[src/hw/rtl/spg_pkg.sv]
`timescale 1ns / 1ps
// shared types, constants and arithmetic helpers of the subtractive generator
package spg_pkg;

  localparam int unsigned MAX_DRAW_DEFAULT = 64;
  localparam int unsigned COUNT_W          = 7;
  localparam int unsigned SAMPLE_W         = 31;
  localparam int unsigned BYTE_W           = 8;
  localparam int unsigned WORD_W           = 32;

  localparam int unsigned TAB_DEPTH = 56;
  localparam int unsigned TAB_AW    = 6;

  localparam logic [WORD_W-1:0] MBIG       = 32'h7FFF_FFFF;
  localparam logic [WORD_W-1:0] MSEED      = 32'd161803398;
  localparam logic [WORD_W-1:0] SEED_RESET = 32'd956377;
  localparam logic [WORD_W-1:0] SIGN_MIN   = 32'h8000_0000;

  localparam logic [TAB_AW-1:0] TAB_FIRST   = 6'd1;
  localparam logic [TAB_AW-1:0] TAB_LAST    = 6'd55;
  localparam logic [TAB_AW-1:0] SPREAD_LAST = 6'd54;
  localparam logic [TAB_AW-1:0] STRIDE      = 6'd21;
  localparam logic [TAB_AW-1:0] STRIDE_WRAP = TAB_LAST - STRIDE;
  localparam logic [TAB_AW-1:0] MIX_FWD     = 6'd31;
  localparam logic [TAB_AW-1:0] MIX_BACK    = TAB_LAST - MIX_FWD;

  localparam int unsigned       PASS_W    = 2;
  localparam logic [PASS_W-1:0] PASS_LAST = 2'd3;

  localparam int unsigned CMD_Q_DEPTH = 2;
  localparam int unsigned CMD_Q_AW    = $clog2(CMD_Q_DEPTH);
  localparam int unsigned OUT_Q_DEPTH = 4;
  localparam int unsigned OUT_Q_AW    = $clog2(OUT_Q_DEPTH);

  typedef enum logic {
    REQ_RESEED = 1'b0,
    REQ_DRAW   = 1'b1
  } req_type_e;

  typedef struct packed {
    logic               req_type;
    logic [COUNT_W-1:0] draw_count;
  } in_item_t;

  typedef struct packed {
    logic [SAMPLE_W-1:0] sample_value;
    logic [BYTE_W-1:0]   byte_value;
    logic                last_of_run;
  } out_item_t;

  typedef struct packed {
    req_type_e          kind;
    logic [COUNT_W-1:0] count;
  } cmd_t;

  // a - b, with mbig added back on a negative difference
  function automatic logic [WORD_W-1:0] sub_fix(input logic [WORD_W-1:0] a,
                                                input logic [WORD_W-1:0] b);
    logic [WORD_W-1:0] d0;
    logic [WORD_W-1:0] d1;
    d0 = a - b;
    d1 = a + ~b;
    sub_fix = d0[WORD_W-1] ? {~d1[WORD_W-1], d1[WORD_W-2:0]} : d0;
  endfunction

  // sample step: mbig itself is pulled down by one first
  function automatic logic [WORD_W-1:0] draw_fix(input logic [WORD_W-1:0] a,
                                                 input logic [WORD_W-1:0] b);
    logic [WORD_W-1:0] d;
    d = a - b;
    if (d == MBIG) begin
      draw_fix = MBIG - 32'd1;
    end else begin
      draw_fix = sub_fix(a, b);
    end
  endfunction

  function automatic logic [TAB_AW-1:0] next_idx(input logic [TAB_AW-1:0] idx);
    next_idx = (idx >= TAB_LAST) ? TAB_FIRST : idx + 6'd1;
  endfunction

endpackage

[src/hw/rtl/spg_front.sv]
`timescale 1ns / 1ps
// request front end: accepts items, drops empty draws, saturates draw counts
module spg_front #(
  parameter int unsigned MAX_DRAW = spg_pkg::MAX_DRAW_DEFAULT
) (
  input  logic              in_valid_i,
  output logic              in_stall_o,
  input  spg_pkg::in_item_t in_item_i,
  input  logic              q_full_i,
  output logic              push_o,
  output spg_pkg::cmd_t     cmd_o
);

  localparam logic [spg_pkg::COUNT_W-1:0] MaxCnt = spg_pkg::COUNT_W'(MAX_DRAW);

  logic accept;
  logic is_reseed;
  logic [spg_pkg::COUNT_W-1:0] cnt_sat;

  assign in_stall_o = q_full_i;
  assign accept     = in_valid_i & ~q_full_i;
  assign is_reseed  = (in_item_i.req_type == spg_pkg::REQ_RESEED);
  assign cnt_sat    = (in_item_i.draw_count > MaxCnt) ? MaxCnt : in_item_i.draw_count;

  always_comb begin
    push_o = accept & (is_reseed | (in_item_i.draw_count != '0));
    if (is_reseed) begin
      cmd_o.kind  = spg_pkg::REQ_RESEED;
      cmd_o.count = '0;
    end else begin
      cmd_o.kind  = spg_pkg::REQ_DRAW;
      cmd_o.count = cnt_sat;
    end
  end

endmodule

[src/hw/rtl/spg_cmd_queue.sv]
`timescale 1ns / 1ps
// short command queue between the front end and the generator engine
module spg_cmd_queue (
  input  logic          clk_i,
  input  logic          rst_ni,
  input  logic          push_i,
  input  spg_pkg::cmd_t cmd_i,
  output logic          full_o,
  input  logic          pop_i,
  output logic          empty_o,
  output spg_pkg::cmd_t cmd_o
);

  localparam int unsigned CntW = spg_pkg::CMD_Q_AW + 1;

  spg_pkg::cmd_t                 slot_q [spg_pkg::CMD_Q_DEPTH];
  logic [spg_pkg::CMD_Q_AW-1:0]  wr_ptr_q, wr_ptr_d;
  logic [spg_pkg::CMD_Q_AW-1:0]  rd_ptr_q, rd_ptr_d;
  logic [CntW-1:0]               cnt_q, cnt_d;

  assign full_o  = (cnt_q == CntW'(spg_pkg::CMD_Q_DEPTH));
  assign empty_o = (cnt_q == '0);
  assign cmd_o   = slot_q[rd_ptr_q];

  always_comb begin
    wr_ptr_d = wr_ptr_q;
    rd_ptr_d = rd_ptr_q;
    cnt_d    = cnt_q;
    if (push_i) begin
      wr_ptr_d = wr_ptr_q + 1'b1;
    end
    if (pop_i) begin
      rd_ptr_d = rd_ptr_q + 1'b1;
    end
    if (push_i && !pop_i) begin
      cnt_d = cnt_q + 1'b1;
    end else if (pop_i && !push_i) begin
      cnt_d = cnt_q - 1'b1;
    end
  end

  always_ff @(posedge clk_i) begin
    if (push_i) begin
      slot_q[wr_ptr_q] <= cmd_i;
    end
  end

  always_ff @(posedge clk_i or negedge rst_ni) begin
    if (!rst_ni) begin
      wr_ptr_q <= '0;
      rd_ptr_q <= '0;
      cnt_q    <= '0;
    end else begin
      wr_ptr_q <= wr_ptr_d;
      rd_ptr_q <= rd_ptr_d;
      cnt_q    <= cnt_d;
    end
  end

endmodule

[src/hw/rtl/spg_engine.sv]
`timescale 1ns / 1ps
// generator engine: lag table memory, table build sequencer, draw pipe, output queue
module spg_engine (
  input  logic                       clk_i,
  input  logic                       rst_ni,
  input  logic [spg_pkg::WORD_W-1:0] seed_i,
  input  logic                       q_empty_i,
  input  spg_pkg::cmd_t              q_cmd_i,
  output logic                       q_pop_o,
  output logic                       out_valid_o,
  input  logic                       out_stall_i,
  output spg_pkg::out_item_t         out_item_o
);

  localparam logic [2:0] ST_IDLE   = 3'd0;
  localparam logic [2:0] ST_SEED   = 3'd1;
  localparam logic [2:0] ST_SPREAD = 3'd2;
  localparam logic [2:0] ST_MIX_RD = 3'd3;
  localparam logic [2:0] ST_MIX_WR = 3'd4;
  localparam logic [2:0] ST_DRAW   = 3'd5;

  localparam int unsigned OCntW = spg_pkg::OUT_Q_AW + 1;
  localparam int unsigned WW    = spg_pkg::WORD_W;
  localparam int unsigned AW    = spg_pkg::TAB_AW;

  logic [2:0]                    state_q, state_d;
  logic                          seeded_q, seeded_d;
  logic                          pend_q, pend_d;
  logic [spg_pkg::COUNT_W-1:0]   rem_q, rem_d;
  logic [WW-1:0]                 mag_q, mag_d;
  logic [WW-1:0]                 mj_q, mj_d;
  logic [WW-1:0]                 mk_q, mk_d;
  logic [AW-1:0]                 pos_q, pos_d;
  logic [AW-1:0]                 step_q, step_d;
  logic [spg_pkg::PASS_W-1:0]    pass_q, pass_d;
  logic [AW-1:0]                 lead_q, lead_d;
  logic [AW-1:0]                 lag_q, lag_d;
  logic                          infl_q, infl_d;
  logic                          infl_last_q, infl_last_d;
  logic [AW-1:0]                 infl_idx_q, infl_idx_d;

  logic [WW-1:0]                 tab_q [spg_pkg::TAB_DEPTH];
  logic [WW-1:0]                 rd_a_q, rd_b_q;
  logic                          mem_we;
  logic [AW-1:0]                 mem_wa;
  logic [WW-1:0]                 mem_wd;
  logic [AW-1:0]                 rd_aa, rd_ab;

  spg_pkg::out_item_t            ofifo_q [spg_pkg::OUT_Q_DEPTH];
  logic [spg_pkg::OUT_Q_AW-1:0]  o_wr_q, o_rd_q;
  logic [OCntW-1:0]              o_cnt_q;

  logic [AW-1:0]                 li, lp, mix_other;
  logic [WW-1:0]                 sample;
  logic                          credit;
  logic                          issue;
  logic                          push, pop;
  spg_pkg::out_item_t            push_item;

  assign li        = spg_pkg::next_idx(lead_q);
  assign lp        = spg_pkg::next_idx(lag_q);
  assign mix_other = (step_q <= spg_pkg::MIX_BACK) ? step_q + spg_pkg::MIX_FWD
                                                   : step_q - spg_pkg::MIX_BACK;
  assign sample    = spg_pkg::draw_fix(rd_a_q, rd_b_q);
  assign credit    = ((o_cnt_q + OCntW'(infl_q)) < OCntW'(spg_pkg::OUT_Q_DEPTH));
  assign rd_aa     = (state_q == ST_DRAW) ? li : step_q;
  assign rd_ab     = (state_q == ST_DRAW) ? lp : mix_other;

  assign push                   = infl_q;
  assign pop                    = (o_cnt_q != '0) && !out_stall_i;
  assign push_item.sample_value = sample[spg_pkg::SAMPLE_W-1:0];
  assign push_item.byte_value   = sample[spg_pkg::BYTE_W-1:0];
  assign push_item.last_of_run  = infl_last_q;
  assign out_valid_o            = (o_cnt_q != '0);
  assign out_item_o             = ofifo_q[o_rd_q];

  always_comb begin
    state_d     = state_q;
    seeded_d    = seeded_q;
    pend_d      = pend_q;
    rem_d       = rem_q;
    mag_d       = mag_q;
    mj_d        = mj_q;
    mk_d        = mk_q;
    pos_d       = pos_q;
    step_d      = step_q;
    pass_d      = pass_q;
    lead_d      = lead_q;
    lag_d       = lag_q;
    infl_last_d = infl_last_q;
    infl_idx_d  = infl_idx_q;
    issue       = 1'b0;
    q_pop_o     = 1'b0;
    mem_we      = 1'b0;
    mem_wa      = infl_idx_q;
    mem_wd      = sample;

    // write back of the sample in flight
    if (infl_q) begin
      mem_we = 1'b1;
    end

    case (state_q)
      ST_IDLE: begin
        if (!q_empty_i) begin
          q_pop_o = 1'b1;
          if (seed_i == spg_pkg::SIGN_MIN) begin
            mag_d = spg_pkg::MBIG;
          end else if (seed_i[WW-1]) begin
            mag_d = '0 - seed_i;
          end else begin
            mag_d = seed_i;
          end
          if (q_cmd_i.kind == spg_pkg::REQ_RESEED) begin
            pend_d  = 1'b0;
            state_d = ST_SEED;
          end else begin
            rem_d = q_cmd_i.count;
            if (seeded_q) begin
              pend_d  = 1'b0;
              state_d = ST_DRAW;
            end else begin
              pend_d  = 1'b1;
              state_d = ST_SEED;
            end
          end
        end
      end
      ST_SEED: begin
        mem_we  = 1'b1;
        mem_wa  = spg_pkg::TAB_LAST;
        mem_wd  = spg_pkg::MSEED - mag_q;
        mj_d    = spg_pkg::MSEED - mag_q;
        mk_d    = WW'(1);
        pos_d   = spg_pkg::STRIDE;
        step_d  = spg_pkg::TAB_FIRST;
        state_d = ST_SPREAD;
      end
      ST_SPREAD: begin
        mem_we = 1'b1;
        mem_wa = pos_q;
        mem_wd = mk_q;
        mk_d   = spg_pkg::sub_fix(mj_q, mk_q);
        mj_d   = mk_q;
        pos_d  = (pos_q >= spg_pkg::STRIDE_WRAP) ? pos_q - spg_pkg::STRIDE_WRAP
                                                 : pos_q + spg_pkg::STRIDE;
        if (step_q == spg_pkg::SPREAD_LAST) begin
          step_d  = spg_pkg::TAB_FIRST;
          pass_d  = '0;
          state_d = ST_MIX_RD;
        end else begin
          step_d = step_q + 6'd1;
        end
      end
      ST_MIX_RD: begin
        state_d = ST_MIX_WR;
      end
      ST_MIX_WR: begin
        mem_we = 1'b1;
        mem_wa = step_q;
        mem_wd = spg_pkg::sub_fix(rd_a_q, rd_b_q);
        if (step_q == spg_pkg::TAB_LAST) begin
          step_d = spg_pkg::TAB_FIRST;
          pass_d = pass_q + 1'b1;
          if (pass_q == spg_pkg::PASS_LAST) begin
            lead_d   = '0;
            lag_d    = spg_pkg::STRIDE;
            seeded_d = 1'b1;
            pend_d   = 1'b0;
            state_d  = pend_q ? ST_DRAW : ST_IDLE;
          end else begin
            state_d = ST_MIX_RD;
          end
        end else begin
          step_d  = step_q + 6'd1;
          state_d = ST_MIX_RD;
        end
      end
      ST_DRAW: begin
        if ((rem_q != '0) && credit) begin
          issue       = 1'b1;
          lead_d      = li;
          lag_d       = lp;
          rem_d       = rem_q - 1'b1;
          infl_last_d = (rem_q == spg_pkg::COUNT_W'(1));
          infl_idx_d  = li;
        end else if ((rem_q == '0) && !infl_q) begin
          state_d = ST_IDLE;
        end
      end
      default: begin
        state_d = ST_IDLE;
      end
    endcase
    infl_d = issue;
  end

  // lag table: one write port, two registered read ports
  always_ff @(posedge clk_i) begin
    if (mem_we) begin
      tab_q[mem_wa] <= mem_wd;
    end
    rd_a_q <= tab_q[rd_aa];
    rd_b_q <= tab_q[rd_ab];
  end

  always_ff @(posedge clk_i) begin
    if (push) begin
      ofifo_q[o_wr_q] <= push_item;
    end
  end

  always_ff @(posedge clk_i or negedge rst_ni) begin
    if (!rst_ni) begin
      state_q     <= ST_IDLE;
      seeded_q    <= 1'b0;
      pend_q      <= 1'b0;
      rem_q       <= '0;
      pass_q      <= '0;
      step_q      <= spg_pkg::TAB_FIRST;
      lead_q      <= '0;
      lag_q       <= spg_pkg::STRIDE;
      infl_q      <= 1'b0;
      infl_last_q <= 1'b0;
      infl_idx_q  <= '0;
      o_wr_q      <= '0;
      o_rd_q      <= '0;
      o_cnt_q     <= '0;
    end else begin
      state_q     <= state_d;
      seeded_q    <= seeded_d;
      pend_q      <= pend_d;
      rem_q       <= rem_d;
      pass_q      <= pass_d;
      step_q      <= step_d;
      lead_q      <= lead_d;
      lag_q       <= lag_d;
      infl_q      <= infl_d;
      infl_last_q <= infl_last_d;
      infl_idx_q  <= infl_idx_d;
      if (push) begin
        o_wr_q <= o_wr_q + 1'b1;
      end
      if (pop) begin
        o_rd_q <= o_rd_q + 1'b1;
      end
      if (push && !pop) begin
        o_cnt_q <= o_cnt_q + 1'b1;
      end else if (pop && !push) begin
        o_cnt_q <= o_cnt_q - 1'b1;
      end
    end
  end

  always_ff @(posedge clk_i) begin
    mag_q <= mag_d;
    mj_q  <= mj_d;
    mk_q  <= mk_d;
    pos_q <= pos_d;
  end

  a_ofifo_no_overflow: assert property (@(posedge clk_i) disable iff (!rst_ni)
    (push && !pop) |-> (o_cnt_q < OCntW'(spg_pkg::OUT_Q_DEPTH)))
    else $error("output queue overflow");

  a_draw_needs_seed: assert property (@(posedge clk_i) disable iff (!rst_ni)
    (state_q == ST_DRAW) |-> seeded_q)
    else $error("draw on an unseeded table");

  a_lag_distance: assert property (@(posedge clk_i) disable iff (!rst_ni)
    lag_q == ((lead_q <= spg_pkg::STRIDE_WRAP) ? lead_q + spg_pkg::STRIDE
                                               : lead_q - spg_pkg::STRIDE_WRAP))
    else $error("lead and lag indices out of step");

  a_infl_in_draw: assert property (@(posedge clk_i) disable iff (!rst_ni)
    infl_q |-> (state_q == ST_DRAW))
    else $error("sample write back outside draw");

  a_pop_starts_work: assert property (@(posedge clk_i) disable iff (!rst_ni)
    q_pop_o |=> (state_q != ST_IDLE))
    else $error("command taken but engine stayed idle");

endmodule

[src/hw/rtl/subtractive_prng_generator_top.sv]
`timescale 1ns / 1ps
// top level of the subtractive lag-table pseudo-random generator
// A reseed request rebuilds the 55-entry lag table from the seed register: it
// loads the seed term, runs 54 spread steps and then four mixing passes of 55
// entries, each entry a read state then a write state, set by the table memory's
// registered read and single write port. A draw request of n samples then gives
// one sample per cycle while the output queue has room, after that build if
// the table was never seeded; the output queue absorbs short stalls on the
// result side.
// Requests wait in a two-entry queue while the engine works. The seed register
// is used only by a table build, so a write takes effect at the next build.
module subtractive_prng_generator_top #(
  parameter int unsigned MAX_DRAW = spg_pkg::MAX_DRAW_DEFAULT
) (
  input  logic                       clk_i,
  input  logic                       rst_ni,
  input  logic                       cfg_wr_en_i,
  input  logic [spg_pkg::WORD_W-1:0] cfg_wr_data_i,
  input  logic                       in_valid_i,
  output logic                       in_stall_o,
  input  spg_pkg::in_item_t          in_item_i,
  output logic                       out_valid_o,
  input  logic                       out_stall_i,
  output spg_pkg::out_item_t         out_item_o
);

  logic [spg_pkg::WORD_W-1:0] seed_q;
  logic                       push;
  spg_pkg::cmd_t              push_cmd;
  logic                       q_full;
  logic                       q_empty;
  logic                       q_pop;
  spg_pkg::cmd_t              q_cmd;

  always_ff @(posedge clk_i or negedge rst_ni) begin
    if (!rst_ni) begin
      seed_q <= spg_pkg::SEED_RESET;
    end else if (cfg_wr_en_i) begin
      seed_q <= cfg_wr_data_i;
    end
  end

  spg_front #(
    .MAX_DRAW (MAX_DRAW)
  ) u_front (
    .in_valid_i (in_valid_i),
    .in_stall_o (in_stall_o),
    .in_item_i  (in_item_i),
    .q_full_i   (q_full),
    .push_o     (push),
    .cmd_o      (push_cmd)
  );

  spg_cmd_queue u_queue (
    .clk_i   (clk_i),
    .rst_ni  (rst_ni),
    .push_i  (push),
    .cmd_i   (push_cmd),
    .full_o  (q_full),
    .pop_i   (q_pop),
    .empty_o (q_empty),
    .cmd_o   (q_cmd)
  );

  spg_engine u_engine (
    .clk_i       (clk_i),
    .rst_ni      (rst_ni),
    .seed_i      (seed_q),
    .q_empty_i   (q_empty),
    .q_cmd_i     (q_cmd),
    .q_pop_o     (q_pop),
    .out_valid_o (out_valid_o),
    .out_stall_i (out_stall_i),
    .out_item_o  (out_item_o)
  );

endmodule
[config.mk]
export PLATFORM = sky130hd
export DESIGN_NAME = subtractive_prng_generator_top
export DESIGN_NICKNAME = d
export VERILOG_FILES = /design/src/hw/rtl/spg_pkg.sv /design/src/hw/rtl/spg_front.sv /design/src/hw/rtl/spg_cmd_queue.sv /design/src/hw/rtl/spg_engine.sv /design/src/hw/rtl/subtractive_prng_generator_top.sv
export SDC_FILE = /design/constraint.sdc
export NUM_CORES = 2
export LEC_CHECK = 0
export BUFFER_PORTS_ARGS = -buffer_cell sky130_fd_sc_hd__clkbuf_2
export CAP_MARGIN = 20
export CELL_PAD_IN_SITES_DETAIL_PLACEMENT = 0
export CELL_PAD_IN_SITES_GLOBAL_PLACEMENT = 1
export CORE_UTILIZATION = 45
export CTS_BUF_LIST = sky130_fd_sc_hd__clkbuf_4 sky130_fd_sc_hd__clkbuf_8
export CTS_CLUSTER_SIZE = 14
export DETAILED_ROUTE_END_ITERATION = 8
export PLACE_DENSITY_LB_ADDON = 0.1
export SKIP_CTS_REPAIR_TIMING = 1
export SLEW_MARGIN = 20
export SYNTH_ARGS = -nofsm -noshare
export SYNTH_HDL_FRONTEND = slang
export SYNTH_HIERARCHICAL = 1
export SYNTH_SLANG_ARGS = --single-unit
[constraint.sdc]
create_clock -name clk_i -period 9.3 [get_ports clk_i]
set_input_delay 0.465 -clock clk_i [delete_from_list [all_inputs] [get_ports clk_i]]
set_output_delay 0.465 -clock clk_i [all_outputs]
set_load 0.01 [all_outputs]
# == Yosys cells after proc, flatten, opt, wreduce, memory -nomap -nowiden ==
# Memory sizes are Yosys's and may differ from the RTL's. A register that Yosys moved wholly into a read port is not among the register bits.
# Index checks and enable logic that the tools add are counted.
# totals
ff_bits,185
mem_count,3
ramBits,1968
wordCells,189
out_inout_bits,42
# classes
mux,66
bitwise,11
eq_ne,20
n_reduce_logical,36
magnitude_cmp,6
add_sub_neg,24
# memory_table
memory,depth,width,read_ports,rd_clocked_by_memory_dff,write_ports,line_no,text
u_engine.tab_q,56,32,2,2,1,spg_engine.sv:42,logic [WW-1:0] tab_q [spg_pkg::TAB_DEPTH];
u_engine.ofifo_q,4,40,1,0,1,spg_engine.sv:49,spg_pkg::out_item_t ofifo_q [spg_pkg::OUT_Q_DEPTH];
u_queue.slot_q,2,8,1,0,1,spg_cmd_queue.sv:16,spg_pkg::cmd_t slot_q [spg_pkg::CMD_Q_DEPTH];
# op_table
operator,n
32-bit case mux with 2 select lines,2
32-bit 2-to-1 mux,3
32-bit case mux with 3 select lines,1
6-bit 2-to-1 mux,14
32-bit adder,2
32-bit inverter,2
32-bit subtractor,2
6-bit case mux with 2 select lines,3
6-bit case mux with 3 select lines,2
3-bit 2-to-1 mux,11
"32-bit by 31-bit equality test with 1-bit output, second input constant",1
"32-bit equality test, second input constant",1
"1-bit by 32-bit subtractor with 32-bit output, first input constant",1
"28-bit by 32-bit subtractor with 32-bit output, first input constant",1
31-bit 2-to-1 mux,1
7-bit 2-to-1 mux,4
"6-bit by 1-bit adder with 6-bit output, second input constant",3
"6-bit greater-or-equal comparator, second input constant",3
3-bit case mux with 6 select lines,1
1-bit 2-to-1 mux,16
4-bit AND reduction,4
7-bit case mux with 2 select lines,1
2-bit nonzero test,7
7-bit nonzero test,2
38 further kinds,75

# == Longest topological paths before layout ==
# logic_depth
word_depth,8
mapped_depth,16
depth_no_buf,14

# == Cells and area by module ==
# The synthesis kept the hierarchy.
# modules_own_cells
mod,cells_per_inst,instances,area_each_um2
spg_engine,8652,1,104645.4
subtractive_prng_generator_top,68,1,1361.3
spg_cmd_queue,41,1,770.7
spg_front,14,1,102.6

# == Worst setup path before layout ==
# Ideal clock, no wire load.
# synth_timing
kind,reg-to-reg
start,reg u_engine.state_q[1]
end,mem u_engine/tab_q[0][20] (netlist name) (data pin)
path_slack_ns,3.638
required_time_ns,8.777
n_path_buf,2
stages_incl_launch_ff,8
arrival_ns,5.139
path_cell_list,dfrtp_1 -> buf_2 -> inv_1 -> nor2_1 -> o21ai_1 -> clkinv_1 -> clkbuf_1 -> a2bb2oi_1
# synth_via
elab_chain_len,2
elab_cells_between_ends,4
# synth_lines
item,line_no,text
start: declaration,spg_engine.sv:26,"logic [2:0] state_q, state_d;"
start signal: assignment,spg_engine.sv:230,state_q <= state_d;
"3-bit equality test, or another cell as far along",spg_engine.sv:103,case (state_q)
32-bit case mux with 3 select lines (*),spg_engine.sv:103,
named net u_engine.mem_wd[20],spg_engine.sv:46,logic [WW-1:0] mem_wd;
end: declaration,spg_engine.sv:42,
# Mark *: on every way through the listed nets, which the timed path passes. The rest lies on a longest branch.

# == Final worst setup path ==
# layout_timing
start,"reg u_engine.rd_a_q[14], read port of u_engine.tab_q"
end,mem u_engine/tab_q[1][20] (netlist name) (data pin)
# layout_via
elab_chain_len,4
elab_cells_between_ends,6
# layout_lines
item,line_no,text
start: declaration,spg_engine.sv:43,"logic [WW-1:0] rd_a_q, rd_b_q;"
32-bit subtractor / 32-bit adder (equally long branches),"spg_pkg.sv:61, spg_pkg.sv:70, spg_pkg.sv:62",
32-bit by 31-bit equality test with 1-bit output / 32-bit 2-to-1 mux (equally long branches),"spg_pkg.sv:71, spg_pkg.sv:63",
32-bit 2-to-1 mux (*),spg_pkg.sv:71,if (d == MBIG) begin
named net u_engine.sample[20],spg_engine.sv:54,logic [WW-1:0] sample;
32-bit case mux with 3 select lines (*),spg_engine.sv:103,
named net u_engine.mem_wd[20],spg_engine.sv:46,
# Marks and branches as above.

==> results.md <==
- Crit start category: register
- Multi-input logic area: 40,100 sq um
- Final worst path period need: 5.94 ns
- CTS buffer count: 393
- GRT Total Usage: 31.9%
- Worst Path Arrival: 6.72 ns
- Slew @ Worst Pin: 1.39 ns
- Crit-path max cell delay: 0.76 ns
- Reg clk slew, reported paths: 0.06 ns
- R2R depth: 12
- Crit-path cells: ha_1 > a21oi_1 > o21ai_0 > a21oi_1 > a21oi_1 > or3_1 > and2_1 > a211oi_1 > o21ai_0 > xor2_1 > a2bb2oi_4 > buf_4
- # rows: 178
- Setup_tns: 0 ns
- Storage cell area: 64,600 sq um
- Post-synth EDFFs: 2,038
- Register area share after synthesis: 60.4%
- Number of remaining DRC errors: 0
- Final Setup Violations: 0
- Critical Path End: u_engine/tab_q[1][20]
- Slowest-stage cell, CP: xor2_1
- DR vias/cell: 6.41
- Number of DRC markers in iteration 0: 9,822
- Largest net degree at the start of global routing: 145
- Max_slew headroom: 6.50%
- Number of global-route vias before repair: 76,300
- Clock Skew: 0.0742 ns
- Worst-path fanout max: 56
- Initial Util: 45.4%
- Most used cell, CP: a21oi_1
- Number of distinct library cells after synthesis: 84
- Ys Warns: 6
- RSZ-0062 raised after global routing: no
- Max-slew violations: 0
- Clock Latency Late Sink: 1.11 ns
- Vias: 79,000
- I/O Buffers: 86
- Global-route wire length before repair: 547 mm
- Status: finished clean
- Nets: 9,005
- Worst hold path type: primary input to register
- Detail Placement HPWL: 217 mm
- DRT antenna net count: 0
- CORE AREA: 236,000 sq um
- Initial antenna violation count: 13
- CTS tree: built
- Syn Inst Count: 8,775
- Die Wd: 489 microns
- Reg2reg end: u_engine/tab_q[1][20]
- Root buf cell: clkbuf_8
- Worst setup path start: u_engine/rd_a_q[14]
- Crit. path cell count: 12
- First-pass iteration count of the detailed router: 6
- Crit path kind: register to register
- Final period util: 63.8%
- Required time of the critical path: 10.08 ns
- Max cap viols: 0
- Post-Syn Area per Cell: 12.2 sq um
- Post-synth top flop: edfxtp_1
- CTS Buffer Depth: 4
- Max Clk Rate: 0.168 GHz
- Num ports: 87
- H-tree depth: 5
- Critical Path End Type: register
- DIE AREA: 239,000 sq um
- Reg-to-Reg Start: u_engine/rd_a_q[14]
- Worst R2R Setup Slack: 3.36 ns
- Layout cells sized above 1: 17.7%
- Gpl congestion: 0.914
- WL final: 387 mm
- Mapped Area: 107,000 sq um
- Post-synth net total: 8,914
- Final Hold Fails: 0
- FILL cells: 20,500
- Total gr overflow: 0
- Share of flip-flops with an asynchronous set or reset: 3.80%
- # clock sinks: 2,185
- Area Growth Syn to Fin: 12.2%
- Seq cells post-synth: 2,185
- Worst path buffer plus inverter count: 1
- Wire per inst: 31.4 microns
- Die Height: 489 microns
- Crit-path leading delay family: compound AO/OA/AOI/OAI gates
[state kept, by name, indices dropped and copies added, names as in the netlist, 32 cells and up]
signal            flops
u_engine/tab_q     1792
u_engine/ofifo_q    128
seed_q               32
u_engine/mag_q       32
u_engine/mj_q        32
u_engine/mk_q        32
u_engine/rd_a_q      32
u_engine/rd_b_q      32
[cells by family (layout without fill, tap and decap cells)]
| kind of cell | after synthesis | in the layout | synth area share (%) |
|---|---|---|---|
| DFF | 2185 | 2185 | 60.4 |
| buffers and inverters | 776 | 1168 | 2.99 |
| other | 0 | 7 | 0 |
| adders and majority gates | 94 | 94 | 1.14 |
| xor gates and xnor gates | 162 | 162 | 1.33 |
| AOI/OAI and AO/OA | 1207 | 1207 | 8.11 |
| and+or+nand+nor | 3822 | 3822 | 15.3 |
| muxes | 529 | 529 | 10.7 |
[worst reg2reg max path, stage by stage (launching register included)]
cell,delay [ns]
dfxtp_1,0.72
ha_1,0.48
a21oi_1,0.34
o21ai_0,0.28
a21oi_1,0.31
a21oi_1,0.11
or3_1,0.48
and2_1,0.43
a211oi_1,0.71
o21ai_0,0.26
xor2_1,0.76
a2bb2oi_4,0.17
buf_4,0.51
[layer usage]
metal  part of all wire, %  global-route usage (%)  routed length, microns
met1                    41                    43.9                  157000
met2                    46                    49.7                  177000
met3                   9.6                    6.16                   37100
met4                   4.1                    12.7                   15900
met5                 0.026                   0.262                     100
[Yosys cell counts (29+ instances only)]
master	number	area share (%)
dfrtp_1	66	1.5
a211oi_1	76	0.53
nor3_1	29	0.14
clkbuf_1	481	1.7
ha_1	89	1.0
edfxtp_1	2038	57
xor2_1	90	0.74
and3_1	268	1.6
buf_1	48	0.17
a31oi_1	115	0.67
mux4_2	480	10
o41ai_1	35	0.29
a21oi_1	156	0.73
nor2_1	248	0.87
xnor2_1	72	0.59
mux2_4	30	0.42
buf_2	118	0.55
a21o_1	40	0.28
a311oi_1	418	3.4
o21ai_0	194	0.91
inv_1	105	0.37
nand4_1	50	0.29
nand3_1	638	3.0
dfxtp_1	64	1.2
nand2_1	2474	8.7
[cell usage in the layout, fill, tap and decap left out, types with 185 or more instances in the layout]
cell | synthesis | final
o21ai_0 | 194 | 185
and3_1 | 268 | 268
edfxtp_1 | 2038 | 2038
nand2_1 | 2474 | 2472
buf_4 | 14 | 203
clkbuf_8 | 0 | 422
nand3_1 | 638 | 638
a311oi_1 | 418 | 418
mux4_2 | 480 | 480
nor2_1 | 248 | 188
[how the worst min path moves through the flow]
stage | start | end | cells after the start
2_1_floorplan | rst_ni | seed_q[11] | 0
5_1_grt | cfg_wr_data_i[14] | seed_q[14] | 3
6_report | cfg_wr_data_i[15] | seed_q[15] | 3
3_3_place_gp | rst_ni | u_queue/cnt_q[1] | 1
3_5_place_dp | rst_ni | u_queue/cnt_q[1] | 1
4_1_cts | rst_ni | u_queue/cnt_q[0] | 1
[per-stage QoR]
| step | hold WS [ns] | instance area, sq um | setup WS, ns | utilization, % | cells |
|---|---|---|---|---|---|
| 3_3_place_gp | 0.373 | 111000 | 3.03 | 47.3 | 11600 |
| 5_1_grt | 0.108 | 120000 | 3.13 | 50.9 | 12300 |
| 4_1_cts | -0.840 | 119000 | 3.36 | 50.6 | 12300 |
| 2_1_floorplan | 0.169 | 107000 | 3.64 | - | 8775 |
| 6_report | 0.152 | 120000 | 3.36 | 50.9 | 12300 |
| 3_5_place_dp | 0.377 | 112000 | 3.37 | 47.3 | 11600 |
[area by class of cell]
type,count,area share (%)
diodes,7,0.0146
clock buffers,528,5.51
clock inverters,168,0.999
inverters,107,0.336
multi-input cells,5814,33.5
flip-flops and latches,2185,53.9
well taps,3150,3.29
repair buffers,365,2.53
Power is left out: the tool's default activity adds up to more than one toggle a clock period on the data nets, which glitch-free logic cannot reach.
